## config.mk

```make
export PLATFORM = sky130hd
export DESIGN_NAME = dwpi_merge
export DESIGN_NICKNAME = d
export VERILOG_FILES = /design/src/design/dwpi_pkg.sv /design/src/design/dwpi_merge.sv
export SDC_FILE = /design/constraint.sdc
export NUM_CORES = 1
export LEC_CHECK = 0
export BUFFER_PORTS_ARGS = -buffer_cell sky130_fd_sc_hd__buf_2
export CAP_MARGIN = 40
export CORE_ASPECT_RATIO = 0.5
export CORE_MARGIN = 3
export CORE_UTILIZATION = 44
export DETAILED_ROUTE_END_ITERATION = 8
export HOLD_SLACK_MARGIN = 0.15
export PLACE_DENSITY = 0.81
export SLEW_MARGIN = 5
export SYNTH_ARGS = -nofsm -noshare
export SYNTH_HDL_FRONTEND = slang
export SYNTH_SLANG_ARGS = --single-unit
```

## constraint.sdc

```tcl
create_clock -name clock -period 1.4 [get_ports clock]
set_input_delay 0.21 -clock clock [delete_from_list [all_inputs] [get_ports clock]]
set_output_delay 0.21 -clock clock [all_outputs]
set_load 0.05 [all_outputs]
```

## src/design/dwpi_pkg.sv

```systemverilog
// ----------------------------------------------------------------------------
// dwpi_pkg
// Shared types and constants for the dual wheel PI speed controller.
// ----------------------------------------------------------------------------
package dwpi_pkg;

   localparam logic [19:0] US_PER_S = 20'd1000000;

   localparam logic [1:0] CSR_MM_PER_TICK    = 2'd0;
   localparam logic [1:0] CSR_PROP_GAIN      = 2'd1;
   localparam logic [1:0] CSR_INTEG_GAIN     = 2'd2;
   localparam logic [1:0] CSR_INTEGRAL_BOUND = 2'd3;

   typedef struct packed {
      logic [19:0] mm_per_tick;
      logic [23:0] prop_gain;
      logic [23:0] integ_gain;
      logic [29:0] integral_bound;
   } cfg_type;

   typedef struct packed {
      logic start;
      logic read_op;
   } lane_ctl_type;

   typedef struct packed {
      logic               done;
      logic signed [15:0] drive;
      logic signed [31:0] distance;
   } lane_stat_type;

endpackage

```

## src/design/dwpi_merge.sv

```systemverilog
// ----------------------------------------------------------------------------
// dwpi_merge
// Combine lane results into one result item and hold it for the sink.
// ----------------------------------------------------------------------------
module dwpi_merge #(
   parameter int WHEEL_COUNT = 2
) (
   input  logic                                     clock,
   input  logic                                     reset,
   input  logic                                     load,
   input  dwpi_pkg::lane_stat_type [WHEEL_COUNT-1:0] stat,
   input  logic                                     rsp_tready,
   output logic                                     rsp_tvalid,
   output logic [95:0]                              rsp_tdata
);

   localparam int RIGHT_IDX = (WHEEL_COUNT > 1) ? 1 : 0;

   logic               valid_ff;
   logic [95:0]        data_ff;
   logic [95:0]        data_in;
   logic signed [15:0] right_drive;
   logic signed [31:0] right_dist;

   always_comb begin
      right_drive = (WHEEL_COUNT > 1) ? stat[RIGHT_IDX].drive : 16'sd0;
      right_dist  = (WHEEL_COUNT > 1) ? stat[RIGHT_IDX].distance : 32'sd0;
      data_in     = {right_dist, stat[0].distance, right_drive, stat[0].drive};
   end

   always_ff @(posedge clock) begin
      if (reset) begin
         valid_ff <= 1'b0;
      end else if (load) begin
         valid_ff <= 1'b1;
      end else if (rsp_tready) begin
         valid_ff <= 1'b0;
      end
   end

   always_ff @(posedge clock) begin
      if (load) begin
         data_ff <= data_in;
      end
   end

   assign rsp_tvalid = valid_ff;
   assign rsp_tdata  = data_ff;

endmodule

```

Word level (Yosys, flattened, before mapping)
Index checks and enable logic that the tools add are counted.

word-level totals
  bits of input ports = 102
  flip-flop bits (word level) = 97

cells by class
  reductions and logical operators = 1
  mux-type cells = 2

operators with widths
  cell                count
  1-bit 2-to-1 mux    2
  2-bit nonzero test  1

Depth between registers and ports, before layout
  word-level depth = 2
  gate-level depth with buffers = 2
  mapped depth without buffers = 2

Least setup slack after synthesis
OpenSTA, ideal clock, no wires.

  path type = flip-flop to flip-flop
  start point = register, netlist name rsp_tvalid
  end point = register valid_ff, in the netlist rsp_tvalid
  path slack = 471 ps
  buffers on the path = 0
  required time = 1334 ps
  period minus slack after synthesis = 929 ps
  cell stages (with the launch flop) = 3
  arrival time = 863 ps
  library setup time = 66 ps
  path through = dfxtp_1 -> nand2b_1 -> a21oi_2

RTL lines
  element               line              RTL
  to (signal assigned)  dwpi_merge.sv:33  valid_ff <= 1'b0;
  to (signal assigned)  dwpi_merge.sv:35  valid_ff <= 1'b1;
  to (signal assigned)  dwpi_merge.sv:37  valid_ff <= 1'b0;
  to (decl)             dwpi_merge.sv:19  logic valid_ff;

Worst setup path in the final report
  start point = input reset
  end point = register valid_ff, in the netlist rsp_tvalid

RTL lines
  element      line             RTL
  from (decl)  dwpi_merge.sv:9  input logic reset,

No word-level cell between the ends.

==> key figures <==
Layout
  • Share of post-route cells with drive strength above 1: 0.512
  • # diodes: 0
  • Nets@finish: 509
  • Layout area overhead: 81.4%

Power
  • Max IR drop VDD: 993 uV
  • PwrDens: 1360 nW/um^2
  • Leakage: 0.00229 uW

Drt
  • Routed Antenna Nets: 0
  • Vias/cell: 4.48
  • DRC Markers: 0
  • Routed WL per cell: 17.4 microns
  • Final wirelength: 8630 microns
  • Total number of vias: 2221
  • Detailed Routing Iterations Pass 1: 4
  • Initial DRC Count: 155

Timing
  • Unrepaired setup endpoints after global routing: no
  • Worst hold slack: a little over 400 ps
  • Slew headroom: 0.813
  • Setup TNS: 0 ps
  • F_max: 804 MHz
  • Final Cycle Share: 0.889
  • Max-slew violation count: 0
  • Final hold violation count: 0
  • Fin Clk Skew: 0 ps
  • Slew @ Worst Pin: about 280 ps
  • Min Clock Period, post-route: 1240 ps
  • Final setup fails: 0

Critical path
  • Buffers & Inverters on Critical Path: 3
  • Worst path slowest cell: dlygate4sd3_1
  • Setup CP Type: in2reg
  • Crit-path max cell delay: 540 ps
  • Cell mode on critical path: dlygate4sd3_1
  • Worst path arrival time: 1520 ps
  • Crit end category: flip-flop
  • Worst Path Required: roughly 1700 ps
  • CP startpoint: reset
  • Critical path fanouts, max: 1
  • CP Cell Sequence: dlygate4sd3_1 > buf_2 > a21oi_2 > dlygate4sd3_1
  • Top delay family on crit path: buffers and inverters
  • Critical path launch point type: primary input
  • Reg2reg start: rsp_tvalid

Clock tree
  • CTS tree: done
  • Cts-stage hold buffer count: between 90 and 100
  • Post_cts resized: 0
  • Later-pin clock latency in the skew report: 330 ps
  • Num CTS Buffers: 9
  • Clock root buffer: clkbuf_16
  • CTS Buffer Depth: 2
  • Setup repair bufs after CTS: 0
  • CTS sink cnt: 97
  • Htree depth: 3
  • Clock slew at reported path FFs: 60 ps

Synth
  • YS warnings: 0
  • Top-area cell type share of the netlist area: 0.987
  • Leading area contributor after synthesis: edfxtp_1
  • Post-Syn Instances: 100
  • Top cells by area, synth: edfxtp_1, dfxtp_1, a21oi_2
  • Mapped Area: 2920 sq um
  • Syn nets: 202
  • Mean post-synth cell area: 29.2 sq um
  • Seq/Total Area, Yosys: 0.994
  • Synth cell types: 5
  • Number of synthesized register bits: 97

Min path
  • Worst Hold Launch: load
  • Worst min path class: in2reg

Run status
  • Outcome: finished clean

GRT
  • GRT overflow: 0
  • Pin count of the biggest net entering global routing: 52
  • Initial antenna violation count: 0
  • First-pass GRT wire length: 12900 microns
  • Tot GR Track Use: 0.231
  • Vias in the first global route: 2352

Floorplanning
  • Initial Util: 0.467
  • Ports: 199
  • Num rows: 20
  • Die height: 63.6 microns
  • CORE AREA: 6260 sq um
  • Die boundary width: 121 microns
  • Die ar.: 7710 sq um

Placed design
  • Final Wtd Congestion: between 0.7 and 0.8
  • Detailed Place HPWL: 5170 microns
  • PortBufs: 196

Job
  • Max Cap Viol: 0
-- routing by layer --
metal,share of wire,GRT usage,vias to the layer above
met4,0.024,0.0838,0
met3,0.038,0.0574,16
met1,0.33,0.230,1106
met5,0,0,-
met2,0.61,0.462,87
li1,-,-,1012
-- power by group --
group          internal (uW)  switching (uW)
clock                   1340             886
combinational            434            1030
sequential              3450            63.5
-- layout make-up --
type	count	area (sq um)
Fill cell	325	957
Multi-Input combinational cell	2	15.0
Sequential cell	97	2900
Tap cell	88	110
Inverter	1	3.75
Timing Repair Buffer	296	2000
Clock inverter	2	33.8
Clock buffer	10	229
-- Yosys cell counts --
| master | count |
|---|---|
| nand2b_1 | 1 |
| edfxtp_1 | 96 |
| dfxtp_1 | 1 |
| inv_1 | 1 |
| a21oi_2 | 1 |
-- cells by family (layout without fill, tap and decap cells) --
logic type	after synthesis	count (layout)	synth area share
compound gates	1	1	0.00300
buf+inv	1	309	0.00128
flops	97	97	0.994
simple gates	1	1	0.00214
-- worst reg2reg max path, cell delays in order, from the launching register on --
cell and delay [ps]:
dfxtp_1 330, nand2b_1 80, a21oi_2 130, dlygate4sd3_1 540
-- worst paths after layout --
| check | endpoint | slack (ps) | depth (start not counted) |
|---|---|---|---|
| setup / recovery | rsp_tvalid | 160 | 4 |
| hold / removal | rsp_tdata[56] | 400 | 2 |
| setup reg to reg | rsp_tvalid | 270 | 3 |
| hold reg to reg | rsp_tvalid | 1040 | 3 |
-- through the flow --
step	instances	util	setup WS (ps)	cell area, sq um	total power, uW
detailed placement	386	0.648	466	4060	4800
global placement	386	0.648	481	4060	4770
floorplan	100	-	471	2920	4380
global route	496	0.847	120	5300	7430
finish	496	0.847	156	5300	7200
CTS	496	0.847	199	5300	7230
-- registers in the layout, indices dropped and copies added (netlist names) --
name,flops
rsp_tvalid,1
rsp_tdata,96
-- placed cells by master, fill, tap and decap left out, drive strengths merged --
master	n
inv	1
edfxtp	96
clkbuf	10
dfxtp	1
a21oi	1
buf	198
dlygate4sd3	98
nand2b	1
bufinv	1
clkinv	1
Note: power is estimated with default switching activity, not from simulation.
